## src/hw/rtl/pixel_stack_merge_unit_macros.svh

```systemverilog
// Assertion macros shared by the pixel stack merge RTL.
`ifndef PIXEL_STACK_MERGE_UNIT_MACROS_SVH
`define PIXEL_STACK_MERGE_UNIT_MACROS_SVH

// Clocked check, switched off while reset is high.
`define PSM_ASSERT(label, clk, rst, prop, msg) \
  label: assert property (@(posedge clk) disable iff (rst) prop) else $error(msg);

// Clocked check that also holds during reset.
`define PSM_ASSERT_ALWAYS(label, clk, prop, msg) \
  label: assert property (@(posedge clk) prop) else $error(msg);

`endif

```

## src/hw/rtl/psm_pkg.sv

```systemverilog
// Shared widths, register indexes and defaults for the pixel stack merge unit.
package psm_pkg;

  // Field and state widths
  localparam int COLOR_W   = 16;
  localparam int SUM_W     = 24;
  localparam int CNT_W     = 9;
  localparam int COUNT_CAP = 511;

  // Divider sequencing: one quotient bit per step
  localparam int DIV_STEPS = SUM_W;
  localparam int STEP_W    = $clog2(DIV_STEPS);

  // Configuration port
  localparam int CFG_IDX_W  = 1;
  localparam int CFG_DATA_W = 1;
  localparam logic [CFG_IDX_W-1:0] REG_MERGE_MODE   = 1'b0;
  localparam logic [CFG_IDX_W-1:0] REG_ALPHA_IN_USE = 1'b1;

  // Parameter defaults
  localparam int DEF_COLOR_BITS = 16;
  localparam int DEF_MAX_FRAMES = 256;

endpackage

```

## src/hw/rtl/psm_if.sv

```systemverilog
// Stream interfaces for the sample input and the merged result output.
interface psm_in_if import psm_pkg::*; ();
  logic               valid;
  logic               ready;
  logic [COLOR_W-1:0] sample_value;
  logic               sample_valid;
  logic               last_of_pixel;

  modport source (output valid, sample_value, sample_valid, last_of_pixel, input ready);
  modport sink   (input valid, sample_value, sample_valid, last_of_pixel, output ready);
endinterface

interface psm_out_if import psm_pkg::*; ();
  logic               valid;
  logic               ready;
  logic [COLOR_W-1:0] merged_value;
  logic               covered;

  modport source (output valid, merged_value, covered, input ready);
  modport sink   (input valid, merged_value, covered, output ready);
endinterface

```

## src/hw/rtl/pixel_stack_merge_unit.sv

```systemverilog
// Pixel stack merge unit: masked mean or minimum over one pixel's frame stack.
//
// Samples enter on the samples channel (valid/ready); one transfer carries one
// frame's value of the current pixel, its coverage flag and a last flag.
// A sample without the last flag leaves the unit idle, so it stays ready
// for the next sample.
// On the last sample one result leaves on the results channel. In darkest
// mode, or with no covered sample, the result passes from the finish state
// into the output register once that is free. In average mode the mean comes
// from a restoring divider that resolves one quotient bit per cycle, 24 steps,
// and then passes through the finish state into the output register; the
// unit takes no sample meanwhile.
// The output register holds a result until the receiver takes it; samples of
// the next pixel are still taken then, and only the next result waits for it.
// Registers merge_mode and alpha_in_use are written on the cfg port; the user
// must write them only while the unit is idle, as the unit does not enforce it.
// Reset (synchronous, active high) selects average mode with alpha in use, clears
// the sum and count, sets the minimum to full scale and drops any pending result.
`include "pixel_stack_merge_unit_macros.svh"

module pixel_stack_merge_unit import psm_pkg::*; #(
  parameter int COLOR_BITS = DEF_COLOR_BITS,
  parameter int MAX_FRAMES = DEF_MAX_FRAMES
) (
  input  logic                  clk,
  input  logic                  rst,
  input  logic                  cfg_we,
  input  logic [CFG_IDX_W-1:0]  cfg_index,
  input  logic [CFG_DATA_W-1:0] cfg_data,
  psm_in_if.sink                samples,
  psm_out_if.source             results
);

  localparam int COUNT_LIMIT = (MAX_FRAMES < COUNT_CAP) ? MAX_FRAMES : COUNT_CAP;
  localparam logic [CNT_W-1:0] COUNT_LIMIT_V = CNT_W'(COUNT_LIMIT);
  localparam logic [COLOR_W-1:0] FULL_SCALE =
    (COLOR_BITS >= COLOR_W) ? '1 : COLOR_W'((64'd1 << COLOR_BITS) - 64'd1);
  localparam logic [SUM_W-1:0] SUM_MAX = '1;

  typedef enum logic [1:0] {
    ST_IDLE,
    ST_DIV,
    ST_FINISH
  } state_t;

  state_t             state;
  logic               merge_mode;
  logic               alpha_in_use;
  logic [SUM_W-1:0]   running_sum;
  logic [CNT_W-1:0]   valid_count;
  logic [COLOR_W-1:0] running_min;
  logic               out_valid;
  logic [COLOR_W-1:0] out_value;
  logic               out_covered;

  logic               in_xfer;
  logic               out_free;
  logic               load_out;
  logic [SUM_W:0]     sum_ext;
  logic [SUM_W-1:0]   sum_next;
  logic [CNT_W-1:0]   count_next;
  logic [COLOR_W-1:0] min_next;
  logic               div_start;
  logic               div_done;
  logic [SUM_W-1:0]   div_quotient;
  logic               no_valid;

  assign samples.ready = (state == ST_IDLE);
  assign in_xfer       = samples.valid && samples.ready;
  assign out_free      = !out_valid || results.ready;
  assign load_out      = (state == ST_FINISH) && out_free;
  assign no_valid      = (valid_count == '0);

  // Accumulator update for the incoming sample
  always_comb begin
    sum_ext    = {1'b0, running_sum} + {{(SUM_W + 1 - COLOR_W){1'b0}}, samples.sample_value};
    sum_next   = running_sum;
    count_next = valid_count;
    min_next   = running_min;
    if (samples.sample_valid) begin
      if (valid_count < COUNT_LIMIT_V) begin
        sum_next   = sum_ext[SUM_W] ? SUM_MAX : sum_ext[SUM_W-1:0];
        count_next = valid_count + 1'b1;
      end
      if (samples.sample_value < running_min) begin
        min_next = samples.sample_value;
      end
    end
  end

  // Divide starts on the last sample of an average-mode pixel with coverage
  assign div_start = in_xfer && samples.last_of_pixel && !merge_mode && (count_next != '0);

  psm_div u_div (
    .clk      (clk),
    .rst      (rst),
    .start    (div_start),
    .dividend (sum_next),
    .divisor  (count_next),
    .done     (div_done),
    .quotient (div_quotient)
  );

  // Sequencer, accumulators, config registers and output register
  always_ff @(posedge clk) begin
    if (rst) begin
      state        <= ST_IDLE;
      merge_mode   <= 1'b0;
      alpha_in_use <= 1'b1;
      running_sum  <= '0;
      valid_count  <= '0;
      running_min  <= FULL_SCALE;
      out_valid    <= 1'b0;
    end else begin
      if (cfg_we) begin
        unique case (cfg_index)
          REG_MERGE_MODE:   merge_mode   <= cfg_data[0];
          REG_ALPHA_IN_USE: alpha_in_use <= cfg_data[0];
        endcase
      end

      // Output valid: a new result wins over the transfer of the old one
      if (load_out) begin
        out_valid <= 1'b1;
      end else if (results.valid && results.ready) begin
        out_valid <= 1'b0;
      end

      unique case (state)
        ST_IDLE: begin
          if (in_xfer) begin
            running_sum <= sum_next;
            valid_count <= count_next;
            running_min <= min_next;
            if (samples.last_of_pixel) begin
              state <= div_start ? ST_DIV : ST_FINISH;
            end
          end
        end
        ST_DIV: begin
          if (div_done) begin
            state <= ST_FINISH;
          end
        end
        ST_FINISH: begin
          if (out_free) begin
            out_covered <= merge_mode || !no_valid || !alpha_in_use;
            if (merge_mode) begin
              out_value <= running_min;
            end else if (no_valid) begin
              out_value <= '0;
            end else begin
              out_value <= div_quotient[COLOR_W-1:0];
            end
            running_sum <= '0;
            valid_count <= '0;
            running_min <= FULL_SCALE;
            state       <= ST_IDLE;
          end
        end
        default: state <= ST_IDLE;
      endcase
    end
  end

  assign results.valid        = out_valid;
  assign results.merged_value = out_value;
  assign results.covered      = out_covered;

  // Checks
  `PSM_ASSERT(a_done_in_div, clk, rst, div_done |-> state == ST_DIV, "divider done outside divide state")
  `PSM_ASSERT(a_count_limit, clk, rst, valid_count <= COUNT_LIMIT_V, "valid count above limit")
  `PSM_ASSERT(a_empty_sum, clk, rst, no_valid |-> running_sum == '0, "sum nonzero with no valid sample")
  `PSM_ASSERT(a_clear_after_load, clk, rst, (state == ST_FINISH && out_free) |=> (no_valid && running_min == FULL_SCALE), "accumulators not cleared after result")
  `PSM_ASSERT(a_uncovered_zero, clk, rst, (results.valid && !results.covered) |-> results.merged_value == '0, "uncovered result with nonzero value")

endmodule

```

## src/hw/rtl/psm_div.sv

```systemverilog
// Iterative restoring divider: one quotient bit per cycle.
module psm_div import psm_pkg::*; (
  input  logic             clk,
  input  logic             rst,
  input  logic             start,
  input  logic [SUM_W-1:0] dividend,
  input  logic [CNT_W-1:0] divisor,
  output logic             done,
  output logic [SUM_W-1:0] quotient
);

  localparam logic [STEP_W-1:0] LAST_STEP = STEP_W'(DIV_STEPS - 1);

  logic             busy;
  logic [STEP_W-1:0] step;
  logic [CNT_W-1:0] rem;
  logic [CNT_W-1:0] dvsr;
  logic [SUM_W-1:0] quo;

  logic [CNT_W:0]   trial;
  logic [CNT_W:0]   diff;
  logic             fits;

  // Shift in the next dividend bit and try a subtract
  always_comb begin
    trial = {rem, quo[SUM_W-1]};
    diff  = trial - {1'b0, dvsr};
    fits  = trial >= {1'b0, dvsr};
  end

  always_ff @(posedge clk) begin
    if (rst) begin
      busy <= 1'b0;
      done <= 1'b0;
      step <= '0;
    end else begin
      done <= 1'b0;
      if (start) begin
        busy <= 1'b1;
        step <= '0;
        rem  <= '0;
        quo  <= dividend;
        dvsr <= divisor;
      end else if (busy) begin
        rem  <= fits ? diff[CNT_W-1:0] : trial[CNT_W-1:0];
        quo  <= {quo[SUM_W-2:0], fits};
        step <= step + 1'b1;
        if (step == LAST_STEP) begin
          busy <= 1'b0;
          done <= 1'b1;
        end
      end
    end
  end

  assign quotient = quo;

endmodule

```

## src/flat_wrapper.sv

```systemverilog
// flat-port wrapper written by rule: the top's interface ports become plain ports
module pixel_stack_merge_unit_flat import psm_pkg::*;
#(
  parameter int COLOR_BITS = DEF_COLOR_BITS,
  parameter int MAX_FRAMES = DEF_MAX_FRAMES
)
  (clk, rst, cfg_we, cfg_index, cfg_data, samples_valid, samples_sample_value, samples_sample_valid, samples_last_of_pixel, samples_ready, results_valid, results_merged_value, results_covered, results_ready);
  psm_in_if samples_i ();
  psm_out_if results_i ();
  input  logic clk;
  input  logic rst;
  input  logic cfg_we;
  input  logic [CFG_IDX_W-1:0] cfg_index;
  input  logic [CFG_DATA_W-1:0] cfg_data;
  input wire logic [$bits(samples_i.valid)-1:0] samples_valid;
  input wire logic [$bits(samples_i.sample_value)-1:0] samples_sample_value;
  input wire logic [$bits(samples_i.sample_valid)-1:0] samples_sample_valid;
  input wire logic [$bits(samples_i.last_of_pixel)-1:0] samples_last_of_pixel;
  output wire logic [$bits(samples_i.ready)-1:0] samples_ready;
  output wire logic [$bits(results_i.valid)-1:0] results_valid;
  output wire logic [$bits(results_i.merged_value)-1:0] results_merged_value;
  output wire logic [$bits(results_i.covered)-1:0] results_covered;
  input wire logic [$bits(results_i.ready)-1:0] results_ready;
  assign samples_i.valid = samples_valid;
  assign samples_i.sample_value = samples_sample_value;
  assign samples_i.sample_valid = samples_sample_valid;
  assign samples_i.last_of_pixel = samples_last_of_pixel;
  assign samples_ready = samples_i.ready;
  assign results_valid = results_i.valid;
  assign results_merged_value = results_i.merged_value;
  assign results_covered = results_i.covered;
  assign results_i.ready = results_ready;
  pixel_stack_merge_unit #(.COLOR_BITS(COLOR_BITS), .MAX_FRAMES(MAX_FRAMES)) u_core (.clk(clk), .rst(rst), .cfg_we(cfg_we), .cfg_index(cfg_index), .cfg_data(cfg_data), .samples(samples_i), .results(results_i));
endmodule
```

## config.mk

```make
export PLATFORM = sky130hd
export DESIGN_NAME = pixel_stack_merge_unit_flat
export DESIGN_NICKNAME = d
export VERILOG_FILES = /design/src/hw/rtl/psm_pkg.sv /design/src/hw/rtl/psm_if.sv /design/src/hw/rtl/pixel_stack_merge_unit.sv /design/src/hw/rtl/psm_div.sv /design/src/flat_wrapper.sv
export VERILOG_INCLUDE_DIRS = /design/src /design/src/hw/rtl
export SDC_FILE = /design/constraint.sdc
export NUM_CORES = 1
export LEC_CHECK = 0
export BUFFER_PORTS_ARGS = -buffer_cell sky130_fd_sc_hd__buf_2
export CAP_MARGIN = 20
export CORE_MARGIN = 5
export CORE_UTILIZATION = 30
export DETAILED_ROUTE_END_ITERATION = 8
export SLEW_MARGIN = 20
export SYNTH_ARGS = -nofsm -noshare
export SYNTH_HDL_FRONTEND = slang
export SYNTH_SLANG_ARGS = --single-unit
export TNS_END_PERCENT = 10
```

## constraint.sdc

```tcl
create_clock -name clk -period 3.8 [get_ports clk]
set_input_delay 0.19 -clock clk [delete_from_list [all_inputs] [get_ports clk]]
set_output_delay 0.19 -clock clk [all_outputs]
set_load 0.01 [all_outputs]
```

### Word level (Yosys, flattened, before mapping)

Cells that the tools add are included.

| storage, ports and cells | value |
|---|---|
| output and inout bits | 19 |
| logic and storage cells | 97 |
| register bits | 120 |

| operators by class | value |
|---|---|
| equality and inequality tests | 9 |
| $add $sub $neg | 4 |
| order comparisons | 3 |
| reduce and logical (&&, ||, !) cells | 29 |
| bitwise logic cells | 3 |
| multiplexer cells | 34 |

Operator list:

| operator | number |
|---|---|
| $mux 24 | 7 |
| $mux 16 | 6 |
| $mux 9 | 6 |
| $pmux 24 s2 | 1 |
| $pmux 16 s2 | 1 |
| $add 24x16->25 | 1 |
| $pmux 9 s2 | 1 |
| $lt 16x16->1 | 1 |
| $ge 10x9->1 | 1 |
| $mux 2 | 5 |
| $ne 2x2->1 const B | 5 |
| $add 9x1->9 const B | 1 |
| $logic_not 9->1 | 1 |
| $lt 9x9->1 const B | 1 |
| $reduce_bool 9->1 | 1 |
| $sub 9x9->9 | 1 |
| $reduce_and 2->1 | 4 |
| $logic_and 1x1->1 | 6 |
| $mux 1 | 6 |
| $pmux 2 s3 | 1 |
| $reduce_and 3->1 | 2 |
| $reduce_bool 2->1 | 3 |
| $add 5x1->5 const B | 1 |
| $eq 5x5->1 const B | 1 |
| other kinds (11) | 18 |

### Depth between registers and ports, before layout

Gate-level depths: netlist of run 1.

| logic depth | value |
|---|---|
| depth after elaboration | 9 |
| gate-level depth with buffers | 11 |
| mapped depth without buffers | 10 |

### Hierarchy

A second synthesis of run 1 with hierarchy kept.

| unflattened totals | value |
|---|---|
| cell total of the unflattened synthesis | 811 |
| area, all modules | 7465.9 sq um |

By module, submodules not included:

| module | cells an instance | area each (sq um) | instances |
|---|---|---|---|
| pixel_stack_merge_unit | 632 | 5034.8 | 1 |
| psm_div | 179 | 2431.1 | 1 |

### Least setup slack after synthesis of run 1

Ideal clock, no wire load.

| path | value |
|---|---|
| kind | register to register |
| start point | reg u_core.valid_count[2] |
| end point | reg u_core.u_div.quo[0], in the netlist u_core.u_div.quotient[0], enable pin |
| period minus slack after synthesis | 3.742 ns |
| stages on the path, launching flop included | 10 |
| setup slack | 0.058 ns |
| arrival time | 3.308 ns |
| setup time | 0.434 ns |
| data required time | 3.366 ns |
| cells stage by stage | dfxtp_1 -> buf_2 -> and3_1 -> and4_1 -> clkbuf_1 -> nor2b_1 -> a31oi_1 -> o2111ai_2 -> buf_2 -> a21oi_1 |

| on the way | value |
|---|---|
| longest elaborated chain between the ends | 7 |

RTL lines:

| element | RTL line | text |
|---|---|---|
| start: declaration | pixel_stack_merge_unit.sv:50 | `logic [CNT_W-1:0] valid_count;` |
| start signal: assignment | pixel_stack_merge_unit.sv:133 | `valid_count <= count_next;` |
| $add 9x1->9 or $lt 9x9->1 (tied branches) | pixel_stack_merge_unit.sv:83, pixel_stack_merge_unit.sv:81 |  |
| $mux 9 | pixel_stack_merge_unit.sv:81 | `if (valid_count < COUNT_LIMIT_V) begin` |
| $mux 9 (*) | pixel_stack_merge_unit.sv:80 | `if (samples.sample_valid) begin` |
| $reduce_bool 9->1 (*) | pixel_stack_merge_unit.sv:92 | `assign div_start = in_xfer && samples.last_of_pixel && !merge_mode && (count_next != '0);` |
| $logic_and 1x1->1 (*) | pixel_stack_merge_unit.sv:92 |  |
| $reduce_bool 2->1 (no source line) (*) | - |  |
| $reduce_and 2->1 (no source line) (*) | - |  |
| end signal: assignment | psm_div.sv:42 | `quo <= dividend;` |
| end signal: assignment | psm_div.sv:46 | `quo <= {quo[SUM_W-2:0], fits};` |
| end: declaration | psm_div.sv:18 | `logic [SUM_W-1:0] quo;` |

Every way passes the cells marked *; elsewhere a longest branch is shown, timed or not.
A chain may end at the register's enable or synchronous reset.

### Worst setup path after layout of run 1

| path | value |
|---|---|
| start point | reg u_core.running_sum[5] |
| end point | reg u_core.running_sum[10] |

| on the way | value |
|---|---|
| longest elaborated chain between the ends | 6 |

RTL lines:

| element | RTL line | text |
|---|---|---|
| start: declaration | pixel_stack_merge_unit.sv:49 | `logic [SUM_W-1:0] running_sum;` |
| start signal: assignment | pixel_stack_merge_unit.sv:132 | `running_sum <= sum_next;` |
| $add 24x16->25 | pixel_stack_merge_unit.sv:76 | `sum_ext = {1'b0, running_sum} + {{(SUM_W + 1 - COLOR_W){1'b0}}, samples.sample_value};` |
| $mux 24 | pixel_stack_merge_unit.sv:82 | `sum_next = sum_ext[SUM_W] ? SUM_MAX : sum_ext[SUM_W-1:0];` |
| $mux 24 | pixel_stack_merge_unit.sv:81 |  |
| $mux 24 | pixel_stack_merge_unit.sv:80 |  |
| $mux 24 | pixel_stack_merge_unit.sv:131 | `if (in_xfer) begin` |
| $pmux 24 s2 | pixel_stack_merge_unit.sv:129 | `unique case (state)` |

Every way passes these cells. The select of a mux whose other input is x is not followed.

==> results of run 1 <==
synth_stat cells, drive strengths merged, types with 9 or more instances:
| cell | instances | area share, % |
|---|---|---|
| clkbuf | 28 | 1.5 |
| nor2b | 13 | 1.1 |
| dfxtp | 61 | 17 |
| nor2 | 101 | 5.3 |
| a21oi | 58 | 4.0 |
| nand2 | 97 | 5.1 |
| nand4 | 16 | 1.5 |
| o21ai | 75 | 5.2 |
| xor2 | 9 | 1.1 |
| o22ai | 10 | 0.87 |
| mux2i | 25 | 3.5 |
| nand3 | 19 | 1.3 |
| a211oi | 10 | 1.2 |
| xnor2 | 25 | 3.1 |
| ha | 43 | 7.5 |
| buf | 11 | 0.98 |
| a21o | 13 | 1.4 |
| edfxtp | 59 | 25 |
| inv | 41 | 2.1 |
state kept, by name, indices dropped and copies added, names as in the netlist, 2 cells and up:
signal / flops
u_core.running_sum: 24
u_core.u_div.quotient: 24
u_core.results.merged_value: 16
u_core.running_min: 16
u_core.u_div.dvsr: 9
u_core.u_div.rem: 9
u_core.valid_count: 9
u_core.u_div.step: 5
u_core.state: 2
where the power goes:
group	internal [mW]	leakage (nW)	switching, mW
Clock	0.978	0.270	0.597
Combinational	0.198	2.15	0.337
Sequential	1.42	1.05	0.0386
area by class of cell:
cell class,instances,area share (%)
Sequential cell,120,35.9
Multi-Input combinational cell,617,46.6
Timing Repair Buffer,58,3.94
Tap cell,319,4.79
Inverter,42,1.89
Clock buffer,20,5.36
Clock inverter,12,1.52
worst min-delay path by stage:
stage	from	to	slack, ns	cells past startpoint
6_report	cfg_data	u_core.merge_mode$_SDFFE_PP0P_	0.04	3
5_1_grt	cfg_data	u_core.alpha_in_use$_SDFFE_PP1P_	0.06	3
4_1_cts	cfg_data	u_core.merge_mode$_SDFFE_PP0P_	0.03	3
3_5_place_dp	u_core.alpha_in_use$_SDFFE_PP1P_	u_core.alpha_in_use$_SDFFE_PP1P_	0.45	2
3_3_place_gp	u_core.alpha_in_use$_SDFFE_PP1P_	u_core.alpha_in_use$_SDFFE_PP1P_	0.44	2
2_1_floorplan	cfg_data	u_core.alpha_in_use$_SDFFE_PP1P_	0.34	2
stage by stage:
step	std cells	area (sq um)	hold slack, ns
floorplan	818	7170	0.338
CTS	1188	8330	0.0281
detailed placement	1156	7750	0.451
finish	1188	8330	0.0386
global placement	1156	7750	0.443
global route	1188	8330	0.0566
kinds of logic (layout without fill, tap and decap cells):
family                   after synthesis  after routing  synth area share, %
AO/OA/AOI/OAI                        223            223                 19.4
XOR/XNOR                              34             34                 4.15
adder cells (fa/ha/maj)               45             45                 8.06
buffers and inverters                 81            132                 4.64
flip-flops                           120            120                 41.7
multiplexers                          25             25                 3.49
AND/OR/NAND/NOR                      290            290                 18.6
cells in the final DEF, fill, tap and decap left out, types with 4 or more instances in the layout:
cell type and count:
nor2_1 100, nand2_1 96, o21ai_0 75, dfxtp_1 61
edfxtp_1 59, a21oi_1 57, ha_1 43, buf_2 43
inv_1 41, xnor2_1 25, mux2i_1 25, nand3_1 19
clkbuf_16 17, nand4_1 15, buf_4 15, a21o_1 13
nor2b_1 12, o22ai_1 10, xor2_1 9, a211oi_1 8
a22oi_1 8, a31oi_1 7, and3_1 6, nand2b_1 6
o31ai_1 6, nor3_1 5, o21a_1 5, and2_1 4
or3_1 4, clkinvlp_4 4
worst register-to-register path: stages (launching register included):
cell       delay, ns
dfxtp_1         0.33
ha_1            0.39
a21oi_1         0.09
o21ai_0         0.41
a211oi_1        0.14
buf_4           0.18
o31ai_2         0.81
buf_4           0.32
nor2_1          0.07
o21ai_0         0.19
o2bb2ai_1       0.13
layer usage:
metal	wire length, um	up-vias	share of wire (%)
li1	-	3030	-
met1	9150	2903	47
met2	8690	164	45
met3	991	32	5.1
met4	522	0	2.7
met5	0	-	0
==> results.yml, run 1 <==
outcome:
  status: "completed"
floorplanning:
  die_x_um: 165
  core_area_sq_mm: 0.0235
  rows: 56
  die_h_um: 165
  ios: 44
  initial_core_util_pct: 30.5
  die_area_sq_mm: 0.0271
routing:
  drt_iter0_drc: 433
  vias: 6129
  drc: 0
  ant_nets: 0
  wl_per_cell_um: 16.3
  drt_wl_total_mm: 19.4
  firstDrtPassIters: 4
  viasPerCell: 5.16
finish:
  fillCellCount: 2380
  multi_input_area_sq_mm: 0.00388
  drive_above_1_share_pct: 12.0
  antennaDiodeCount: 0
  postLayoutCoreUtil_pct: 35.5
  ff_latch_area_sq_mm: 0.00299
  nNetsFinal: 926
  area_delta_synth_final_pct: 16.2
min_path:
  hp-class: "in -> reg"
place:
  dp_hpwl_mm: 13.7
  dpl_worst_slack_ns: 0.699
  place_congestion: 0.875
  numPortBuffers: 43
setup_path:
  cp_slowest_cell: "o31ai_2"
  crit_chain: "ha_1 -> a21oi_1 -> o21ai_0 -> a211oi_1 -> buf_4 -> o31ai_2 -> buf_4 -> nor2_1 -> o21ai_0 -> o2bb2ai_1"
  cp_num_cells: 10
  required_ns: 4.15
  cp_top_family: "compound AO/OA/AOI/OAI gates"
  crit_type: "reg -> reg"
  reg2reg_depth: 10
  cp-start-kind: "flip-flop"
  end_kind: "flip-flop"
  r2r_slack_ns: 0.67
  critical_path_buf_inv_count: 2
  rr_endpoint: "u_core.running_sum[10]$_SDFFE_PP0P_"
  cpPeakStageDelay_ns: 0.81
  r2r-start: "u_core.running_sum[5]$_SDFFE_PP0P_"
  crit_end: "u_core.running_sum[10]$_SDFFE_PP0P_"
  critPathMaxFanout: 12
  arrival_ns: 3.48
  critPathLaunch: "u_core.running_sum[5]$_SDFFE_PP0P_"
clock_tree:
  cts_setup_buffers: 0
  cts.sinks: 120
  root_buffer: "clkbuf_16"
  hold_buffers: 0
  tritoncts: "yes"
  clockBufferDepth: 2
  cts_resized: 0
  cts_buffers: 17
  h-tree-depth: 4
  clk_pin_slew_ns: 0.05
  clock_latency_ns: 0.42
yosys:
  synth_flop_cell: "dfxtp_1"
  synth_edf_count: 59
  synthCells: 818
  synth_nets: 888
  seq_area_frac_synth_pct: 41.7
  avgSynthCellArea_sq_um: 8.76
  yosysWarnings: 0
  async_flop_share_pct: 0
  synth_area_sq_mm: 0.00717
  ys_ff_latch: 120
  ys_types: 67
sta:
  rsz0062_at_grt: "no"
  final_max_slew_viol_count: 0
  worst_slew_margin_rel_pct: 32.0
  worst_slew_pin_slew_ns: 1.01
  period_needed_ns: 3.13
  min_period_over_period_pct: 82.4
  max_freq_mhz: 319
  hold_violations: 0
  finClkSkew_ns: 0.00829
  setup_tns_ns: 0
  setup_violations: 0
  setup_ws_ns: 0.669
flow_run:
  max-cap-violations: 0
global_route:
  grt_pass1_vias: 5807
  grt-busiest-layer: "met2"
  grt_max_degree: 36
  grtUsageMet1_pct: 19.5
  grtUsageMet3_pct: 3.17
  use_met2_pct: 23.0
  grtUsageTotal_pct: 14.6
  grt_pass1_wl_mm: 30.8
  grt-ovfl-total: 0
  antenna_found_initial: 0
pwr:
  powerDensity_mw_per_mm2: 429
  fin_total_pwr_mw: 3.57
  p_leak_nw: 3.46
  ir_worst_vdd_uv: 297
No activity file was read; power rests on OpenSTA's default activity.
==> run 2: changes to the inputs <==
- clock period: 3.8 -> 3.04 ns (I/O delays scaled with it)
==> run 2 against run 1 <==
Against the previous run:
- clock skew is 0.0013 ns lower
- sequential share of layout area is 0.88 points lower
- wire length is 0.89% lower
- critical path type unchanged
- critical endpoint is now u_core.u_div.quotient[0]$_DFFE_PP_
- worst setup slack worse by 0.44 ns
- core utilization is 0.90 points higher
- design area is 2.5% higher
- sequential power is 25% higher
- register-to-register slack worse by 0.44 ns
- fmax is 11% higher
- clock power is 28% higher
- die area stayed put
==> results.yml, run 2 (synthesized netlist as in run 1, its figures left out) <==
outcome:
  status: "completed"
routing:
  vias: 6181
  drc: 0
  firstDrtPassIters: 7
  viasPerCell: 5.11
  ant_nets: 0
  drt_wl_total_mm: 19.2
  wl_per_cell_um: 15.9
  drt_iter0_drc: 346
sta:
  final_max_slew_viol_count: 0
  worst_slew_pin_slew_ns: 0.827
  period_needed_ns: 2.81
  rsz0062_at_grt: "no"
  setup_tns_ns: 0
  hold_violations: 0
  worst_slew_margin_rel_pct: 44.9
  max_freq_mhz: 356
  min_period_over_period_pct: 92.5
  setup_violations: 0
  finClkSkew_ns: 0.00702
global_route:
  grtUsageTotal_pct: 14.6
  grt_max_degree: 36
  grt_pass1_wl_mm: 31.0
  grt_pass1_vias: 6042
  grt-ovfl-total: 0
  antenna_found_initial: 0
setup_path:
  r2r-start: "u_core.valid_count[0]$_SDFFE_PP0P_"
  crit_type: "reg -> reg"
  required_ns: 3.18
  arrival_ns: 2.95
  cp-start-kind: "flip-flop"
  critPathMaxFanout: 18
  end_kind: "flip-flop"
  critPathLaunch: "u_core.valid_count[0]$_SDFFE_PP0P_"
pwr:
  clock_power_share_pct: 44.6
  powerDensity_mw_per_mm2: 533
  p_sw_share_pct: 26.9
  pwr-share-seq_pct: 40.2
  switchingPower_mw: 1.22
  p_leak_nw: 3.57
  intPower_mw: 3.32
  comb_power_share_pct: 15.3
  ir_worst_vdd_uv: 398
  fin_total_pwr_mw: 4.55
floorplanning:
  rows: 56
  die_h_um: 165
  die_x_um: 165
  die_area_sq_mm: 0.0271
  core_area_sq_mm: 0.0235
  initial_core_util_pct: 30.5
  ios: 44
min_path:
  hp-class: "in -> reg"
  min_from: "samples_sample_value[0]"
finish:
  final_cell_mix: "100 x nor2_1, 96 x nand2_1, 75 x o21ai_0"
  drive_above_1_share_pct: 13.9
  fillCellCount: 2395
  final_common_cell: "nor2_1"
  antennaDiodeCount: 0
  area_delta_synth_final_pct: 19.1
  nNetsFinal: 947
clock_tree:
  root_buffer: "clkbuf_16"
  clock_latency_ns: 0.43
  tritoncts: "yes"
  cts_buffers: 17
  h-tree-depth: 4
  cts_setup_buffers: 0
  clockBufferDepth: 2
  cts.sinks: 120
  clk_pin_slew_ns: 0.06
place:
  place_congestion: 0.953
  numPortBuffers: 43
  dp_hpwl_mm: 14.0
flow_run:
  max-cap-violations: 0
## run 2: cell types whose count changed in the layout (fill, tap and decap cells not counted), sizes merged
cell	change
clkinv	+2
dlygate4sd3	+2
clkbuf	-2
buf	+19
inv	-1
bufinv	+1
## run 2: per-stage QoR
stage / utilization [%] / setup WS (ns) / area [sq um] / instances / hold WS (ns)
floorplan: - / 0.0368 / 7170 / 818 / 0.300
global placement: 33.7 / 0.0247 / 7910 / 1175 / 0.414
detailed placement: 33.7 / 0.148 / 7920 / 1175 / 0.414
CTS: 36.3 / 0.130 / 8520 / 1209 / 0.0157
global route: 36.4 / 0.0303 / 8540 / 1209 / 0.0404
finish: 36.4 / 0.228 / 8540 / 1209 / 0.0313
## run 2: timing repair
item | CTS | global route
hold endpoints to repair | 2 | 0
endpoints found under the setup margin | 0 | 15
hold buffers | 2 | 0
gates resized for setup | 0 | 3
## run 2: area by class of cell
class                      count  area (sq um)  share of cell area, %
tap                          319           399                   4.67
sequential                   120          2990                   35.1
clock inverter                14           155                   1.82
multi-input combinational    617          3900                   45.7
timing repair buffer          79           503                   5.89
inverter                      42           158                   1.85
clock buffer                  18           429                   5.03
## run 2: final timing paths
kind                                         to  slack, ns  depth (start not counted)
min reg2reg    u_core.alpha_in_use$_SDFFE_PP1P_       0.47                          2
min          u_core.running_min[0]$_SDFFE_PP1P_       0.03                          3
max reg2reg  u_core.u_div.quotient[0]$_DFFE_PP_       0.23                          7
max          u_core.u_div.quotient[0]$_DFFE_PP_       0.23                          7
## run 2: critical path, stage by stage (launching register included)
cell and delay (ns):
dfxtp_1 0.39, ha_1 0.31, and3_1 0.21, a41o_1 0.28, or4_4 0.50, o2111a_1 0.55, nor2_1 0.23, a21oi_1 0.06
## run 2: power by group through the flow
stage / sequential (mW) / clock (mW) / combinational [mW]
after detailed placement: 1.86 / 0 / 0.687
final: 1.83 / 2.03 / 0.694
after CTS: 1.83 / 2.06 / 0.692
after global placement: 1.86 / 0 / 0.676
after global routing: 1.83 / 2.13 / 0.777
after floorplan: 1.85 / 0 / 0.471
## run 2: layer usage
layer  track usage, %  vias to the layer above  part of all wire [%]
met2             23.4                      142                    46
met5                0                        -                     0
met4             4.99                        0                   1.6
met3             3.49                       28                   5.1
met1             19.3                     2938                    47
li1                 -                     3073                     -
==> run 3: changes to the inputs <==
- CORE_ASPECT_RATIO: not set -> 1.75
==> run 3 against run 2 <==
Against the previous run:
- clock skew rose by 0.0023 ns
- register-to-register slack got worse by 0.02 ns
- sequential power barely moved
- clock power rose by 2%
- wire length is 3.9% higher
- design area is 0.41% lower
- global-route usage grew 0.38 points
- critical path type unchanged
- largest power group unchanged
==> results.yml, run 3 (synthesized netlist as in run 1, its figures left out) <==
outcome:
  status: "completed"
floorplanning:
  die_h_um: 215
  core_area_sq_mm: 0.0237
  die_x_um: 127
  die_area_sq_mm: 0.0272
  initial_core_util_pct: 30.2
  ios: 44
  rows: 75
finish:
  final_cell_mix: "99 x nor2_1, 96 x nand2_1, 75 x o21ai_0"
  postLayoutCoreUtil_pct: 35.8
  drive_above_1_share_pct: 13.7
  area_delta_synth_final_pct: 18.6
  final_common_cell: "nor2_1"
  nNetsFinal: 940
  antennaDiodeCount: 0
  stdcell_area_sq_mm: 0.00850
clock_tree:
  root_buffer: "clkbuf_16"
  clockBufferDepth: 2
  tritoncts: "yes"
  cts_buffers: 17
  clock_latency_ns: 0.43
  h-tree-depth: 4
  clk_pin_slew_ns: 0.06
  cts.sinks: 120
pwr:
  comb_power_share_pct: 15.1
  clock_power_share_pct: 45.2
  intPower_mw: 3.29
  pwr-share-seq_pct: 39.7
  p_sw_share_pct: 28.6
  p_leak_nw: 3.57
  powerDensity_mw_per_mm2: 542
  ir_worst_vdd_uv: 389
  switchingPower_mw: 1.32
sta:
  period_needed_ns: 2.83
  worst_slew_pin_slew_ns: 0.888
  hold_violations: 0
  min_period_over_period_pct: 93.0
  worst_slew_margin_rel_pct: 39.3
  final_max_slew_viol_count: 0
  setup_tns_ns: 0
  finClkSkew_ns: 0.00929
  rsz0062_at_grt: "yes"
  max_freq_mhz: 354
  setup_violations: 0
global_route:
  grt_max_degree: 36
  grt_pass1_wl_mm: 32.3
  antenna_found_initial: 0
  grtUsageTotal_pct: 15.0
  grt-ovfl-total: 0
  grt_pass1_vias: 6257
min_path:
  hp-class: "in -> reg"
routing:
  wl_per_cell_um: 16.7
  drt_iter0_drc: 336
  firstDrtPassIters: 5
  viasPerCell: 5.14
  drt_wl_total_mm: 19.9
  drc: 0
  ant_nets: 0
  vias: 6125
place:
  numPortBuffers: 43
  place_congestion: 0.935
  dp_hpwl_mm: 15.1
  dpl-instance-area_sq_mm: 0.00787
setup_path:
  crit_type: "reg -> reg"
  cp-start-kind: "flip-flop"
  end_kind: "flip-flop"
  critPathMaxFanout: 6
  arrival_ns: 3.00
  required_ns: 3.22
flow_run:
  max-cap-violations: 0
## run 3: cell count changes in the layout (fill, tap and decap cells not counted), sizes merged
cell      change
bufinv        -1
clkinv        -3
clkinvlp      -3
clkbuf        -1
buf           -7
inv           +8
## run 3: layout make-up
cell class	instances	area, sq um
fill	2432	15200
multi-input combinational	617	3890
sequential	120	2990
timing repair buffer	72	475
clock buffer	17	425
tap	308	385
clock inverter	15	180
inverter	42	158
## run 3: repair_timing
action,in CTS,in global routing
endpoints found under the setup margin,0,14
hold endpoints to repair,2,0
hold buffers,2,0
resized for setup,0,2
buffers inserted,0,0
## run 3: routing by layer
layer | wire, um | global-route usage, %
met4 | 721 | 7.34
met3 | 786 | 2.49
met1 | 7610 | 15.9
met2 | 10800 | 27.9
met5 | 0 | 0
## run 3: power by group through the flow
stage	registers (mW)	clock network, mW	logic, mW
after floorplan	1.85	0	0.471
after global placement	1.86	0	0.687
after detailed placement	1.86	0	0.694
after CTS	1.83	2.13	0.700
after global routing	1.84	2.20	0.780
final	1.83	2.08	0.694
## run 3: worst paths after layout
kind / slack (ns) / startpoint / depth (start not counted) / to
setup / recovery: 0.21 / u_core.running_sum[0]$_SDFFE_PP0P_ / 10 / u_core.u_div.quotient[19]$_DFFE_PP_
hold / removal: 0.02 / samples_sample_value[0] / 3 / u_core.running_min[0]$_SDFFE_PP1P_
setup reg to reg: 0.21 / u_core.running_sum[0]$_SDFFE_PP0P_ / 10 / u_core.u_div.quotient[19]$_DFFE_PP_
hold reg to reg: 0.47 / u_core.alpha_in_use$_SDFFE_PP1P_ / 2 / u_core.alpha_in_use$_SDFFE_PP1P_
## run 3: per-stage QoR
stage               hold WS, ns  power [mW]  instances  worst slack (ns)
floorplan                 0.300        2.32        818            0.0368
global placement          0.416        2.55       1157             0.166
detailed placement        0.414        2.56       1157             0.172
CTS                     0.00491        4.66       1191             0.161
global route             0.0386        4.81       1191           -0.0249
finish                   0.0249        4.61       1191             0.212
## run 3: critical path, stage by stage (launching register included)
cell	delay, ns
dfxtp_1	0.32
ha_1	0.21
fa_1	0.43
a211oi_1	0.26
buf_4	0.16
nor3_1	0.06
o211ai_1	0.30
a21oi_1	0.16
and2_0	0.28
a311oi_2	0.28
o21ai_0	0.11
